## config.mk

```make
export PLATFORM = sky130hd
export DESIGN_NAME = sprite_table_builder_top_flat
export DESIGN_NICKNAME = d
export VERILOG_FILES = /design/src/sv/stb_pkg.sv /design/src/sv/stb_if.sv /design/src/sv/stb_ram.sv /design/src/sv/stb_dp.sv /design/src/sv/stb_ctrl.sv /design/src/sv/sprite_table_builder_top.sv /design/src/flat_wrapper.sv
export VERILOG_INCLUDE_DIRS = /design/src /design/src/sv
export SDC_FILE = /design/constraint.sdc
export NUM_CORES = 2
export LEC_CHECK = 0
export BUFFER_PORTS_ARGS = -buffer_cell sky130_fd_sc_hd__buf_2
export CORE_ASPECT_RATIO = 0.5
export CORE_MARGIN = 5
export CORE_UTILIZATION = 60
export CTS_BUF_LIST = sky130_fd_sc_hd__clkbuf_4 sky130_fd_sc_hd__clkbuf_8
export DETAILED_ROUTE_END_ITERATION = 10
export PLACE_DENSITY = 0.76
export SLEW_MARGIN = 20
export SYNTH_ARGS = -nofsm -noshare
export SYNTH_HDL_FRONTEND = slang
export SYNTH_SLANG_ARGS = --single-unit
export TNS_END_PERCENT = 20
```

## constraint.sdc

```tcl
create_clock -name clk -period 10.15 [get_ports clk]
set_input_delay 2.03 -clock clk [delete_from_list [all_inputs] [get_ports clk]]
set_output_delay 2.03 -clock clk [all_outputs]
set_load 0.05 [all_outputs]
```

## src/sv/sprite_table_builder_top_macros.svh

```systemverilog
// assertion macros for the sprite table builder
// expects clk and rst_n in the scope of use
`ifndef SPRITE_TABLE_BUILDER_TOP_MACROS_SVH
`define SPRITE_TABLE_BUILDER_TOP_MACROS_SVH

// same-cycle implication
`define STB_ASSERT_SAME(lbl, ante, cons, msg) \
  lbl: assert property (@(posedge clk) disable iff (!rst_n) (ante) |-> (cons)) \
    else $error(msg);

// next-cycle implication
`define STB_ASSERT_NEXT(lbl, ante, cons, msg) \
  lbl: assert property (@(posedge clk) disable iff (!rst_n) (ante) |=> (cons)) \
    else $error(msg);

`endif

```

## src/sv/stb_pkg.sv

```systemverilog
// shared types and constants of the sprite table builder
// no dependencies
package stb_pkg;

  localparam int MAX_SPRITES = 64;
  localparam int CNT_W       = $clog2(MAX_SPRITES + 1);
  localparam int IDX_W       = (MAX_SPRITES > 1) ? $clog2(MAX_SPRITES) : 1;

  localparam int COORD_W  = 10;
  localparam int LINK_W   = 7;
  localparam int ATTR_W   = 16;
  localparam int SIZE_W   = 4;
  localparam int POS_W    = 16;
  localparam int CFG_IDX_W = 8;
  localparam int CFG_DAT_W = 16;

  localparam logic [8:0] RST_SCREEN_WIDTH  = 9'd320;
  localparam logic [8:0] RST_SCREEN_HEIGHT = 9'd240;
  localparam logic [6:0] RST_CULL_MARGIN   = 7'd32;
  localparam logic [7:0] RST_COORD_OFFSET  = 8'd128;

  typedef enum logic [CFG_IDX_W-1:0] {
    REG_SCREEN_WIDTH  = 8'd0,
    REG_SCREEN_HEIGHT = 8'd1,
    REG_CULL_MARGIN   = 8'd2,
    REG_COORD_OFFSET  = 8'd3
  } reg_idx_t;

  typedef enum logic {
    CMD_ADD   = 1'b0,
    CMD_FLUSH = 1'b1
  } command_t;

  typedef enum logic [1:0] {
    ST_ADDED   = 2'd0,
    ST_FULL    = 2'd1,
    ST_CULLED  = 2'd2,
    ST_FLUSHED = 2'd3
  } status_t;

  typedef struct packed {
    logic [COORD_W-1:0] y;
    logic [SIZE_W-1:0]  size;
    logic [LINK_W-1:0]  link;
    logic [ATTR_W-1:0]  attr;
    logic [COORD_W-1:0] x;
  } store_t;

  typedef struct packed {
    status_t status;
    store_t  entry;
    logic    last;
  } out_item_t;

  typedef struct packed {
    logic load_add;
    logic wr_en;
    logic load_empty;
    logic load_entry;
    logic rd_en;
    logic rd_first;
    logic cnt_clr;
  } ctl_cmd_t;

  typedef struct packed {
    logic add_ok;
    logic full;
    logic count_zero;
    logic idx_last;
  } dp_sts_t;

endpackage

```

## src/sv/stb_if.sv

```systemverilog
// channel interfaces: sprite command input, table result output, register writes
// depends on stb_pkg
interface stb_in_if import stb_pkg::*; ();
  logic                    valid;
  logic                    ready;
  logic                    command;
  logic signed [POS_W-1:0] pos_x;
  logic signed [POS_W-1:0] pos_y;
  logic [ATTR_W-1:0]       attr_word;
  logic [SIZE_W-1:0]       size_code;

  modport source (output valid, command, pos_x, pos_y, attr_word, size_code, input ready);
  modport sink   (input valid, command, pos_x, pos_y, attr_word, size_code, output ready);
endinterface

interface stb_out_if import stb_pkg::*; ();
  logic               valid;
  logic               ready;
  logic [1:0]         status;
  logic [COORD_W-1:0] entry_y;
  logic [SIZE_W-1:0]  entry_size;
  logic [LINK_W-1:0]  entry_link;
  logic [ATTR_W-1:0]  entry_attr;
  logic [COORD_W-1:0] entry_x;
  logic               last;

  modport source (output valid, status, entry_y, entry_size, entry_link, entry_attr,
                  entry_x, last, input ready);
  modport sink   (input valid, status, entry_y, entry_size, entry_link, entry_attr,
                  entry_x, last, output ready);
endinterface

interface stb_cfg_if import stb_pkg::*; ();
  logic                 valid;
  logic                 ready;
  logic [CFG_IDX_W-1:0] addr;
  logic [CFG_DAT_W-1:0] wdata;

  modport source (output valid, addr, wdata, input ready);
  modport sink   (input valid, addr, wdata, output ready);
endinterface

```

## src/sv/stb_ram.sv

```systemverilog
// generic single-write, single-read ram with registered read data
// no dependencies
module stb_ram #(
  parameter int WIDTH = 8,
  parameter int DEPTH = 16,
  localparam int AW   = (DEPTH > 1) ? $clog2(DEPTH) : 1
) (
  input  logic             clk,
  input  logic             wr_en,
  input  logic [AW-1:0]    wr_addr,
  input  logic [WIDTH-1:0] wr_data,
  input  logic             rd_en,
  input  logic [AW-1:0]    rd_addr,
  output logic [WIDTH-1:0] rd_data
);

  logic [WIDTH-1:0] mem [DEPTH];
  logic [WIDTH-1:0] rd_data_r;

  always_ff @(posedge clk) begin
    if (wr_en) begin
      mem[wr_addr] <= wr_data;
    end
    if (rd_en) begin
      rd_data_r <= mem[rd_addr];
    end
  end

  assign rd_data = rd_data_r;

endmodule

```

## src/sv/stb_dp.sv

```systemverilog
// datapath: config registers, cull and offset logic, sprite count, table ram, result register
// depends on stb_pkg and stb_ram
module stb_dp import stb_pkg::*; (
  input  logic                    clk,
  input  logic                    rst_n,
  input  ctl_cmd_t                cmd,
  output dp_sts_t                 sts,
  input  logic signed [POS_W-1:0] pos_x,
  input  logic signed [POS_W-1:0] pos_y,
  input  logic [ATTR_W-1:0]       attr_word,
  input  logic [SIZE_W-1:0]       size_code,
  input  logic                    cfg_valid,
  input  logic [CFG_IDX_W-1:0]    cfg_addr,
  input  logic [CFG_DAT_W-1:0]    cfg_wdata,
  output out_item_t               out_item
);

  logic [8:0]       width_r, height_r;
  logic [6:0]       margin_r;
  logic [7:0]       offset_r;
  logic [CNT_W-1:0] count_r, count_nxt;
  logic [IDX_W-1:0] idx_r, idx_nxt;
  out_item_t        out_r, out_nxt;

  logic signed [POS_W:0] x_s, y_s, neg_m, lim_x, lim_y;
  logic                  cull, full, idx_last;
  store_t                add_entry, rd_entry;
  logic [IDX_W-1:0]      rd_addr;

  assign x_s   = {pos_x[POS_W-1], pos_x};
  assign y_s   = {pos_y[POS_W-1], pos_y};
  assign neg_m = -$signed({{(POS_W - 6){1'b0}}, margin_r});
  assign lim_x = $signed({{(POS_W - 8){1'b0}}, width_r});
  assign lim_y = $signed({{(POS_W - 8){1'b0}}, height_r});

  assign cull = (x_s <= neg_m) || (x_s >= lim_x) || (y_s <= neg_m) || (y_s >= lim_y);
  assign full = (count_r >= CNT_W'(MAX_SPRITES));

  assign add_entry.y    = pos_y[COORD_W-1:0] + {{(COORD_W - 8){1'b0}}, offset_r};
  assign add_entry.size = size_code;
  assign add_entry.link = LINK_W'(count_r + CNT_W'(1));
  assign add_entry.attr = attr_word;
  assign add_entry.x    = pos_x[COORD_W-1:0] + {{(COORD_W - 8){1'b0}}, offset_r};

  assign idx_last = (CNT_W'(idx_r) + CNT_W'(1)) == count_r;
  assign rd_addr  = cmd.rd_first ? '0 : IDX_W'(idx_r + IDX_W'(1));

  assign sts.add_ok     = !full && !cull;
  assign sts.full       = full;
  assign sts.count_zero = (count_r == '0);
  assign sts.idx_last   = idx_last;

  stb_ram #(
    .WIDTH($bits(store_t)),
    .DEPTH(MAX_SPRITES)
  ) u_ram (
    .clk     (clk),
    .wr_en   (cmd.wr_en),
    .wr_addr (count_r[IDX_W-1:0]),
    .wr_data (add_entry),
    .rd_en   (cmd.rd_en),
    .rd_addr (rd_addr),
    .rd_data (rd_entry)
  );

  always_comb begin
    count_nxt = count_r;
    idx_nxt   = idx_r;
    out_nxt   = out_r;
    if (cmd.wr_en) begin
      count_nxt = CNT_W'(count_r + CNT_W'(1));
    end
    if (cmd.cnt_clr) begin
      count_nxt = '0;
    end
    if (cmd.rd_en) begin
      idx_nxt = rd_addr;
    end
    if (cmd.load_add) begin
      out_nxt.last = 1'b1;
      if (full) begin
        out_nxt.status = ST_FULL;
        out_nxt.entry  = '0;
      end else if (cull) begin
        out_nxt.status = ST_CULLED;
        out_nxt.entry  = '0;
      end else begin
        out_nxt.status = ST_ADDED;
        out_nxt.entry  = add_entry;
      end
    end else if (cmd.load_empty) begin
      out_nxt.status = ST_FLUSHED;
      out_nxt.entry  = '0;
      out_nxt.last   = 1'b1;
    end else if (cmd.load_entry) begin
      out_nxt.status = ST_FLUSHED;
      out_nxt.entry  = rd_entry;
      out_nxt.last   = idx_last;
      if (idx_last) begin
        out_nxt.entry.link = '0;
      end
    end
  end

  always_ff @(posedge clk) begin
    if (!rst_n) begin
      width_r  <= RST_SCREEN_WIDTH;
      height_r <= RST_SCREEN_HEIGHT;
      margin_r <= RST_CULL_MARGIN;
      offset_r <= RST_COORD_OFFSET;
      count_r  <= '0;
    end else begin
      count_r <= count_nxt;
      if (cfg_valid) begin
        case (cfg_addr)
          REG_SCREEN_WIDTH:  width_r  <= cfg_wdata[8:0];
          REG_SCREEN_HEIGHT: height_r <= cfg_wdata[8:0];
          REG_CULL_MARGIN:   margin_r <= cfg_wdata[6:0];
          REG_COORD_OFFSET:  offset_r <= cfg_wdata[7:0];
          default: ;
        endcase
      end
    end
    idx_r <= idx_nxt;
    out_r <= out_nxt;
  end

  assign out_item = out_r;

endmodule

```

## src/sv/stb_ctrl.sv

```systemverilog
// controller: accepts commands, sequences the flush read stream, owns result valid
// depends on stb_pkg and the assertion macro header
`include "sprite_table_builder_top_macros.svh"
module stb_ctrl import stb_pkg::*; (
  input  logic     clk,
  input  logic     rst_n,
  input  logic     in_valid,
  output logic     in_ready,
  input  logic     in_command,
  output logic     out_valid,
  input  logic     out_ready,
  input  dp_sts_t  sts,
  output ctl_cmd_t cmd
);

  typedef enum logic {
    S_IDLE,
    S_FLUSH
  } state_t;

  state_t state_r, state_nxt;
  logic   out_valid_r, out_valid_nxt;
  logic   slot_free;

  assign slot_free = !out_valid_r || out_ready;

  always_comb begin
    cmd           = '0;
    in_ready      = 1'b0;
    state_nxt     = state_r;
    out_valid_nxt = out_valid_r && !out_ready;
    case (state_r)
      S_IDLE: begin
        in_ready = slot_free;
        if (in_valid && slot_free) begin
          if (in_command == CMD_ADD) begin
            cmd.load_add  = 1'b1;
            cmd.wr_en     = sts.add_ok;
            out_valid_nxt = 1'b1;
          end else if (sts.count_zero) begin
            cmd.load_empty = 1'b1;
            out_valid_nxt  = 1'b1;
          end else begin
            cmd.rd_en    = 1'b1;
            cmd.rd_first = 1'b1;
            state_nxt    = S_FLUSH;
          end
        end
      end
      S_FLUSH: begin
        if (slot_free) begin
          cmd.load_entry = 1'b1;
          out_valid_nxt  = 1'b1;
          if (sts.idx_last) begin
            cmd.cnt_clr = 1'b1;
            state_nxt   = S_IDLE;
          end else begin
            cmd.rd_en = 1'b1;
          end
        end
      end
      default: begin
        state_nxt = S_IDLE;
      end
    endcase
  end

  always_ff @(posedge clk) begin
    if (!rst_n) begin
      state_r     <= S_IDLE;
      out_valid_r <= 1'b0;
    end else begin
      state_r     <= state_nxt;
      out_valid_r <= out_valid_nxt;
    end
  end

  assign out_valid = out_valid_r;

  `STB_ASSERT_SAME(a_no_overwrite, out_valid_r && !out_ready,
                   !(cmd.load_add || cmd.load_empty || cmd.load_entry),
                   "result overwritten while held")
  `STB_ASSERT_SAME(a_no_write_full, cmd.wr_en, !sts.full, "table write while full")
  `STB_ASSERT_SAME(a_flush_nonempty, state_r == S_FLUSH, !sts.count_zero,
                   "flush streaming from empty table")
  `STB_ASSERT_NEXT(a_clear_empties, cmd.cnt_clr, sts.count_zero && state_r == S_IDLE,
                   "table not empty after flush")

endmodule

```

## src/sv/sprite_table_builder_top.sv

```systemverilog
// Sprite table builder. An add command is culled against the screen window widened
// by the margin on its left and top edges only, refused when the table holds
// MAX_SPRITES entries, or stored with offset coordinates, and its single result is
// registered at the output. A flush of n stored entries first makes a registered
// read of the table ram, then sends one entry per cycle from its single read port
// while the output is not held, the last with link zero and last set; an empty
// table flushes one all-zero entry. The table contents are undefined after reset and
// no clearing pass runs. Register writes are always taken and must be made idle.
// depends on stb_pkg, the channel interfaces, stb_ctrl and stb_dp
module sprite_table_builder_top import stb_pkg::*; (
  input logic       clk,
  input logic       rst_n,
  stb_in_if.sink    in_ch,
  stb_out_if.source out_ch,
  stb_cfg_if.sink   cfg_ch
);

  ctl_cmd_t  cmd;
  dp_sts_t   sts;
  out_item_t out_item;

  stb_ctrl u_ctrl (
    .clk        (clk),
    .rst_n      (rst_n),
    .in_valid   (in_ch.valid),
    .in_ready   (in_ch.ready),
    .in_command (in_ch.command),
    .out_valid  (out_ch.valid),
    .out_ready  (out_ch.ready),
    .sts        (sts),
    .cmd        (cmd)
  );

  stb_dp u_dp (
    .clk       (clk),
    .rst_n     (rst_n),
    .cmd       (cmd),
    .sts       (sts),
    .pos_x     (in_ch.pos_x),
    .pos_y     (in_ch.pos_y),
    .attr_word (in_ch.attr_word),
    .size_code (in_ch.size_code),
    .cfg_valid (cfg_ch.valid),
    .cfg_addr  (cfg_ch.addr),
    .cfg_wdata (cfg_ch.wdata),
    .out_item  (out_item)
  );

  assign cfg_ch.ready      = 1'b1;
  assign out_ch.status     = out_item.status;
  assign out_ch.entry_y    = out_item.entry.y;
  assign out_ch.entry_size = out_item.entry.size;
  assign out_ch.entry_link = out_item.entry.link;
  assign out_ch.entry_attr = out_item.entry.attr;
  assign out_ch.entry_x    = out_item.entry.x;
  assign out_ch.last       = out_item.last;

endmodule
```

## src/flat_wrapper.sv

```systemverilog
// flat-port wrapper written by rule: the top's interface ports become plain ports
module sprite_table_builder_top_flat import stb_pkg::*;
  (clk, rst_n, in_ch_valid, in_ch_command, in_ch_pos_x, in_ch_pos_y, in_ch_attr_word, in_ch_size_code, in_ch_ready, out_ch_valid, out_ch_status, out_ch_entry_y, out_ch_entry_size, out_ch_entry_link, out_ch_entry_attr, out_ch_entry_x, out_ch_last, out_ch_ready, cfg_ch_valid, cfg_ch_addr, cfg_ch_wdata, cfg_ch_ready);
  stb_in_if in_ch_i ();
  stb_out_if out_ch_i ();
  stb_cfg_if cfg_ch_i ();
  input logic clk;
  input logic rst_n;
  input wire logic [$bits(in_ch_i.valid)-1:0] in_ch_valid;
  input wire logic [$bits(in_ch_i.command)-1:0] in_ch_command;
  input wire logic [$bits(in_ch_i.pos_x)-1:0] in_ch_pos_x;
  input wire logic [$bits(in_ch_i.pos_y)-1:0] in_ch_pos_y;
  input wire logic [$bits(in_ch_i.attr_word)-1:0] in_ch_attr_word;
  input wire logic [$bits(in_ch_i.size_code)-1:0] in_ch_size_code;
  output wire logic [$bits(in_ch_i.ready)-1:0] in_ch_ready;
  output wire logic [$bits(out_ch_i.valid)-1:0] out_ch_valid;
  output wire logic [$bits(out_ch_i.status)-1:0] out_ch_status;
  output wire logic [$bits(out_ch_i.entry_y)-1:0] out_ch_entry_y;
  output wire logic [$bits(out_ch_i.entry_size)-1:0] out_ch_entry_size;
  output wire logic [$bits(out_ch_i.entry_link)-1:0] out_ch_entry_link;
  output wire logic [$bits(out_ch_i.entry_attr)-1:0] out_ch_entry_attr;
  output wire logic [$bits(out_ch_i.entry_x)-1:0] out_ch_entry_x;
  output wire logic [$bits(out_ch_i.last)-1:0] out_ch_last;
  input wire logic [$bits(out_ch_i.ready)-1:0] out_ch_ready;
  input wire logic [$bits(cfg_ch_i.valid)-1:0] cfg_ch_valid;
  input wire logic [$bits(cfg_ch_i.addr)-1:0] cfg_ch_addr;
  input wire logic [$bits(cfg_ch_i.wdata)-1:0] cfg_ch_wdata;
  output wire logic [$bits(cfg_ch_i.ready)-1:0] cfg_ch_ready;
  assign in_ch_i.valid = in_ch_valid;
  assign in_ch_i.command = in_ch_command;
  assign in_ch_i.pos_x = in_ch_pos_x;
  assign in_ch_i.pos_y = in_ch_pos_y;
  assign in_ch_i.attr_word = in_ch_attr_word;
  assign in_ch_i.size_code = in_ch_size_code;
  assign in_ch_ready = in_ch_i.ready;
  assign out_ch_valid = out_ch_i.valid;
  assign out_ch_status = out_ch_i.status;
  assign out_ch_entry_y = out_ch_i.entry_y;
  assign out_ch_entry_size = out_ch_i.entry_size;
  assign out_ch_entry_link = out_ch_i.entry_link;
  assign out_ch_entry_attr = out_ch_i.entry_attr;
  assign out_ch_entry_x = out_ch_i.entry_x;
  assign out_ch_last = out_ch_i.last;
  assign out_ch_i.ready = out_ch_ready;
  assign cfg_ch_i.valid = cfg_ch_valid;
  assign cfg_ch_i.addr = cfg_ch_addr;
  assign cfg_ch_i.wdata = cfg_ch_wdata;
  assign cfg_ch_ready = cfg_ch_i.ready;
  sprite_table_builder_top u_core (.clk(clk), .rst_n(rst_n), .in_ch(in_ch_i), .out_ch(out_ch_i), .cfg_ch(cfg_ch_i));
endmodule
```

Yosys cells after proc, flatten, opt, wreduce, memory -nomap -nowiden
Memory sizes are Yosys's and may differ from the RTL's. A register that Yosys moved wholly into a read port is not among the register bits.
Cells that the tools add are included.
{"block": "word_totals", "ff_bits": 98, "ramBits": 3008, "input_bits": 82, "out_inout_bits": 53, "wordCells": 89, "mem_count": 1}
{"block": "op_classes", "add_sub_neg": 6, "order_cmp": 5, "n_eq_ne": 4, "mux": 36, "bitwise": 2, "reduce_logical": 20}
{"name": "u_core.u_dp.u_ram.mem", "depth": 64, "word_bits": 47, "rd": 1, "rd_ports_with_merged_regs": 1, "write_ports": 1, "line_no": "stb_ram.sv:17", "rtl": "logic [WIDTH-1:0] mem [DEPTH];"}
{"operator": "$mux 50", "n": 3}
{"operator": "$mux 49", "n": 2}
{"operator": "$le 16x17->1", "n": 2}
{"operator": "$ge 16x10->1", "n": 2}
{"operator": "$add 10x8->10", "n": 2}
{"operator": "$mux 1", "n": 19}
{"operator": "$neg 7->17", "n": 1}
{"operator": "$eq 8x2->1 const B", "n": 2}
{"operator": "$mux 2", "n": 5}
{"operator": "$eq 8x1->1 const B", "n": 1}
{"operator": "$logic_not 8->1", "n": 1}
{"operator": "$reduce_and 2->1", "n": 4}
{"operator": "$add 6x1->7 const B", "n": 1}
{"operator": "$add 7x1->7 const B", "n": 1}
{"operator": "$eq 7x7->1", "n": 1}
{"operator": "$ge 7x7->1 const B", "n": 1}
{"operator": "$logic_not 7->1", "n": 1}
{"operator": "$mux 7", "n": 1}
{"operator": "$add 6x1->6 const B", "n": 1}
{"operator": "$mux 3", "n": 2}
{"operator": "$mux 6", "n": 1}
{"operator": "$pmux 1 s2", "n": 3}
{"operator": "$logic_not 1->1", "n": 4}
{"operator": "$logic_or 1x1->1", "n": 4}
{"operator": "other kinds (4)", "n": 8}

Depth between registers and ports, before layout
{"block": "depth", "depth_word": 12, "depth_mapped": 15, "mapped_depth_nobuf": 13}

Cells and area by module
From an unflattened synthesis, not the netlist that was laid out.
{"block": "unflattened", "hier_cells": 5546, "hier_area_um2": 121665.4}
{"module": "stb_ram", "instances": 1, "cells_per_inst": 4890, "area_per_inst_um2": 115268.1, "seq_area_each_um2": 91738.0}
{"module": "stb_dp", "instances": 1, "cells_per_inst": 633, "area_per_inst_um2": 6236.0, "seq_area_each_um2": 2472.4}
{"module": "stb_ctrl", "instances": 1, "cells_per_inst": 21, "area_per_inst_um2": 150.1, "seq_area_each_um2": 40.0}
{"module": "sprite_table_builder_top", "instances": 1, "cells_per_inst": 2, "area_per_inst_um2": 11.3, "seq_area_each_um2": 0.0}

Worst setup path before layout
Ideal clock, no wire load.
{"block": "synth_path", "path_type": "input -> register", "startpoint": "input in_ch_pos_x[5]", "endpoint": "memory u_core.u_dp.u_ram.mem[57][0] (netlist bit) (enable)", "setup_ps": 509, "arrival_ps": 7231, "required_time_ps": 9641, "path_slack_ps": 2409, "cell_stages": 9, "n_path_buf": 2, "cell_sequence": "ha_1 -> a21o_1 -> a22o_1 -> o41ai_1 -> nor4b_1 -> o2111ai_1 -> clkbuf_1 -> clkbuf_1 -> nor3_1"}
{"block": "synth_between", "elab_chain_cells": 11, "elab_cells_between_ends": 12, "cone_classes": "order compare: 2; mux: 5; reduce/logical: 5"}
{"element": "from (decl)", "line_no": "flat_wrapper.sv:11", "rtl": "input wire logic [$bits(in_ch_i.pos_x)-1:0] in_ch_pos_x;"}
{"element": "$le 16x17->1 or $ge 16x10->1 (tied branches)", "line_no": "stb_dp.sv:36", "rtl": "assign cull = (x_s <= neg_m) || (x_s >= lim_x) || (y_s <= neg_m) || (y_s >= lim_y);"}
{"element": "$logic_or 1x1->1 (*) (3 in a row)", "line_no": "stb_dp.sv:36"}
{"element": "$logic_not 1->1 (*)", "line_no": "stb_dp.sv:48", "rtl": "assign sts.add_ok = !full && !cull;"}
{"element": "$logic_and 1x1->1 (*)", "line_no": "stb_dp.sv:48"}
{"element": "$mux 2 (*)", "line_no": "stb_ctrl.sv:36", "rtl": "if (in_command == CMD_ADD) begin"}
{"element": "$mux 3 (*)", "line_no": "stb_ctrl.sv:35", "rtl": "if (in_valid && slot_free) begin"}
{"element": "$mux 3 (*)", "line_no": "stb_ctrl.sv:32", "rtl": "case (state_r)"}
{"element": "$mux 1 (*)", "line_no": "stb_ram.sv:21", "rtl": "if (wr_en) begin"}
{"element": "$mux 1 (implied by the code) (*)", "line_no": "stb_ram.sv:22", "rtl": "mem[wr_addr] <= wr_data;"}
{"element": "to (decl)", "line_no": "stb_ram.sv:17"}
Every way passes the cells marked *; elsewhere a longest branch is shown, timed or not.

Worst setup path after layout
{"block": "layout_path", "startpoint": "register u_core.u_dp.margin_r[0]", "endpoint": "memory u_core.u_dp.u_ram.mem[46][13] (netlist bit) (enable)"}
{"block": "layout_between", "elab_chain_cells": 12, "elab_cells_between_ends": 13, "cone_classes": "add/sub: 1; order compare: 2; mux: 5; reduce/logical: 5"}
{"element": "from (decl)", "line_no": "stb_dp.sv:19", "rtl": "logic [6:0] margin_r;"}
{"element": "from (signal assigned)", "line_no": "stb_dp.sv:118", "rtl": "REG_CULL_MARGIN: margin_r <= cfg_wdata[6:0];"}
{"element": "$neg 7->17 (*)", "line_no": "stb_dp.sv:32", "rtl": "assign neg_m = -$signed({{(POS_W - 6){1'b0}}, margin_r});"}
{"element": "$le 16x17->1", "line_no": "stb_dp.sv:36"}
{"element": "$logic_or 1x1->1", "line_no": "stb_dp.sv:36"}
{"element": "$logic_or 1x1->1 (*) (2 in a row)", "line_no": "stb_dp.sv:36"}
{"element": "$logic_not 1->1 (*)", "line_no": "stb_dp.sv:48"}
{"element": "$logic_and 1x1->1 (*)", "line_no": "stb_dp.sv:48"}
{"element": "$mux 2 (*)", "line_no": "stb_ctrl.sv:36"}
{"element": "$mux 3 (*)", "line_no": "stb_ctrl.sv:35"}
{"element": "$mux 3 (*)", "line_no": "stb_ctrl.sv:32"}
{"element": "$mux 1 (*)", "line_no": "stb_ram.sv:21"}
{"element": "$mux 1 (implied by the code) (*)", "line_no": "stb_ram.sv:22"}
Marks and branches as above.

==> flow_summary.yaml <==
global_routing:
  grt_pass1_vias: 74668
  grt_max_degree: 181
  overflow: 0
  use_met3_pct: 10.8
  grt_pass1_wl_mm: 532
  grt_usage_pct: 34.0
  antenna_found_initial: 22
  met1_usage_pct: 47.9
  use_met2_pct: 48.6
  grt_busiest_layer: "met2"
flow_run:
  cap_viol_max_count: 0
clock_network:
  cts_htree_levels: 5
  clk_pin_slew_ns: 0.07
  clockBufferDepth: 4
  clock-sinks: 3153
  ctsResizeCount: 0
  insertion_delay_ns: 1.05
  root_buffer: "clkbuf_8"
  ctsHoldBuffers: 0
  post_cts_buffers: 0
  tritoncts: "yes"
  cts_inserted_buffers: 421
die:
  ioPinCount: 135
  fp-row-count: 118
  die_h_um: 333
  start_util_pct: 60.4
  core_area_sq_um: 207000
  dieArea_sq_um: 218000
  die_w_um: 656
yosys:
  synthFlopType: "edfxtp_1"
  synthArstFlopShare_pct: 0
  ys_types: 97
  ys_warn_count: 0
  synth-edff-count: 3110
  netlist_instances: 7799
  ys_seq_elements: 3153
  synth-seq-area-share_pct: 75.4
  postSynthAreaPerCell_sq_um: 16.0
  netlist_area_sq_um: 125000
  synth_fp_nets: 7951
power_and_ir_drop:
  power_switching_w: 0.00507
  internal-power_w: 0.0190
  p_clk_share_pct: 38.5
  irDropWorstVdd_uv: 109
  p_seq_share_pct: 59.5
  leakagePower_nw: 45.6
  swShare_pct: 21.1
  power_frac_comb_pct: 2.0
  power_density_nw_per_um2: 174
run_status:
  status: "completed"
timing:
  max_slew_margin_pct: 22.7
  fmax_mhz: 155
  fin_crit_ns: 6.45
  setup_violations: 0
  rsz0062_at_grt: "false"
  post-route-period-util_pct: 63.6
  fin_ws_ns: 3.70
  whs_ns: 0.506
  hold_violations: 0
  fin_skew_ns: 0.0693
  drv_slew: 0
  tns_ns: 0
  worst_pin_slew_ns: 1.16
critical_path:
  r2r-start: "u_core.u_dp.margin_r[0]"
  endpoint_kind: "flip-flop"
  cp.required_ns: 10.78
  worstPathMaxFanout: 41
  cp-start-kind: "flip-flop"
  critical_path_class: "reg2reg"
  critPathLaunch: "u_core.u_dp.margin_r[0]"
  worst-endpoint-arrival_ns: 7.08
placed_design:
  dp.cells: 10418
  place_ws_ns: 3.26
  io_buffers: 126
  gp_congestion: 0.885
  dpl.hpwl_mm: 200
cells_and_area:
  drive_gt1_share_pct: 16.5
  layout_commonest_cell: "edfxtp_1"
  final_nets: 8235
  fin_cells: 11158
  layout_common_cells: "edfxtp_1 (3,110), nand2_1 (807), mux2i_1 (465), clkbuf_8 (427), o21ai_0 (353)"
  area_growth_pct: 10.2
  fin_util_pct: 66.5
routing:
  first_iter_violations: 14838
  route.detailed.drc: 0
  wl_per_cell_um: 34.2
  ant_nets: 0
  first_pass_iters: 6
  vias_per_cell: 7.09
  vias: 79140
  wl_mm: 382
min_path:
  min_path_type: "reg2reg"
  hold_start: "u_core.u_dp.height_r[6]"
==> worst max-delay path, cell delays in order, from the launching register on <==
cell       delay (ns)
dfxtp_1          0.41
inv_1            0.09
ha_1             0.17
or3b_1           0.51
nor4_2           0.62
ha_1             0.40
nand4_1          0.11
nor3_1           0.08
o31a_1           0.13
nor4bb_1         0.16
nor4b_1          0.89
o2111ai_4        0.20
buf_4            0.36
buf_4            0.42
nor3_2           0.70
buf_4            0.68
==> power by group through the flow <==
stage	sequential (W)	combinational (W)	clock, W
finish	0.0143	0.000478	0.00924
global route	0.0143	0.000500	0.00985
CTS	0.0143	0.000462	0.00923
detailed placement	0.0146	0.000461	0
global placement	0.0146	0.000446	0
floorplan	0.0146	0.000176	0
==> registers in the layout (all words and copies together), names as in the netlist <==
name and count:
u_core.u_dp.count_r 7, u_core.u_dp.out_item 50, u_core.u_dp.width_r 9, u_core.u_dp.u_ram.mem 3008, u_core.u_dp.height_r 9, u_core.u_ctrl.out_valid 1
u_core.u_dp.idx_r 6, u_core.u_ctrl.state_r 1, u_core.u_dp.margin_r 7, u_core.u_dp.offset_r 8, u_core.u_dp.u_ram.rd_data 47
==> stage by stage <==
stage / total power, W / cell area (sq um)
after detailed placement: 0.0150 / 130000
after global placement: 0.0150 / 130000
after global routing: 0.0246 / 138000
after CTS: 0.0240 / 138000
final: 0.0240 / 138000
after floorplan: 0.0148 / 125000
==> layout make-up <==
| class | instances | area (sq um) |
|---|---|---|
| diodes | 7 | 17.5 |
| clock buffers | 579 | 7020 |
| clock inverters | 152 | 837 |
| fillers | 13419 | 69300 |
| inverters | 46 | 218 |
| multi-input cells | 4062 | 29100 |
| flip-flops and latches | 3153 | 94300 |
| well taps | 2760 | 3450 |
| repair buffers | 399 | 2900 |
==> cells in the mapped netlist (15+ instances only) <==
cell type  instances  area share (%)
a31oi_1          128            0.64
nor3_1           105            0.42
xnor2_1           20            0.14
o21ai_0          353             1.4
and3_1            38            0.19
mux4_2            67             1.2
xor2_1            15            0.11
nand2_1          811             2.4
mux2_2           122             1.1
nand4_1           15           0.075
a211oi_1         178             1.1
a2bb2oi_1         15            0.11
a311oi_1         102            0.71
buf_1             52            0.16
inv_1             41            0.12
a21oi_1          175            0.70
a311o_1           33            0.26
a21boi_0          31            0.19
nor2_1           132            0.40
mux2i_1          465             3.7
o211ai_1         122            0.73
edfxtp_1        3110              75
or4_1             21            0.13
a221o_1           28            0.22
a22o_1            48            0.34
buf_2            124            0.50
o221ai_1         166             1.2
o22ai_1           88            0.44
ha_1              68            0.68
nand3_1          196            0.78
a31o_2            22            0.15
buf_4             36            0.22
clkbuf_1         320            0.96
nor2b_1          126            0.63
and2_1            57            0.29
dfxtp_1           43            0.69
nor4_1            31            0.16
a221oi_1          48            0.34
a32oi_1           20            0.14
and4b_1           15            0.12
==> final timing paths <==
kind | endpoint | slack (ns) | cells after the start
setup reg to reg | u_core.u_dp.u_ram.mem[46][13] | 3.70 | 15
hold reg to reg | u_core.u_dp.height_r[6] | 0.51 | 2
setup / recovery | u_core.u_dp.u_ram.mem[46][13] | 3.70 | 15
hold / removal | u_core.u_dp.height_r[6] | 0.51 | 2
==> layer usage <==
metal / routed length (um) / vias up
met2: 162000 / 7215
met4: 20700 / 14
met1: 134000 / 39087
li1: - / 31616
met5: 113 / -
met3: 64700 / 1208
==> cells by family (layout without fill, tap and decap cells) <==
kind of cell	Yosys count	in the layout	synth area share [%]
xor+xnor	37	37	0.281
buf+inv	584	1176	2.02
mux	654	654	6.03
compound gates	1702	1702	9.63
other cells	1	8	0.00300
fa+ha+maj	71	71	0.720
flops	3153	3153	75.4
simple gates	1597	1597	5.94
(Power assumes the default switching activity.)
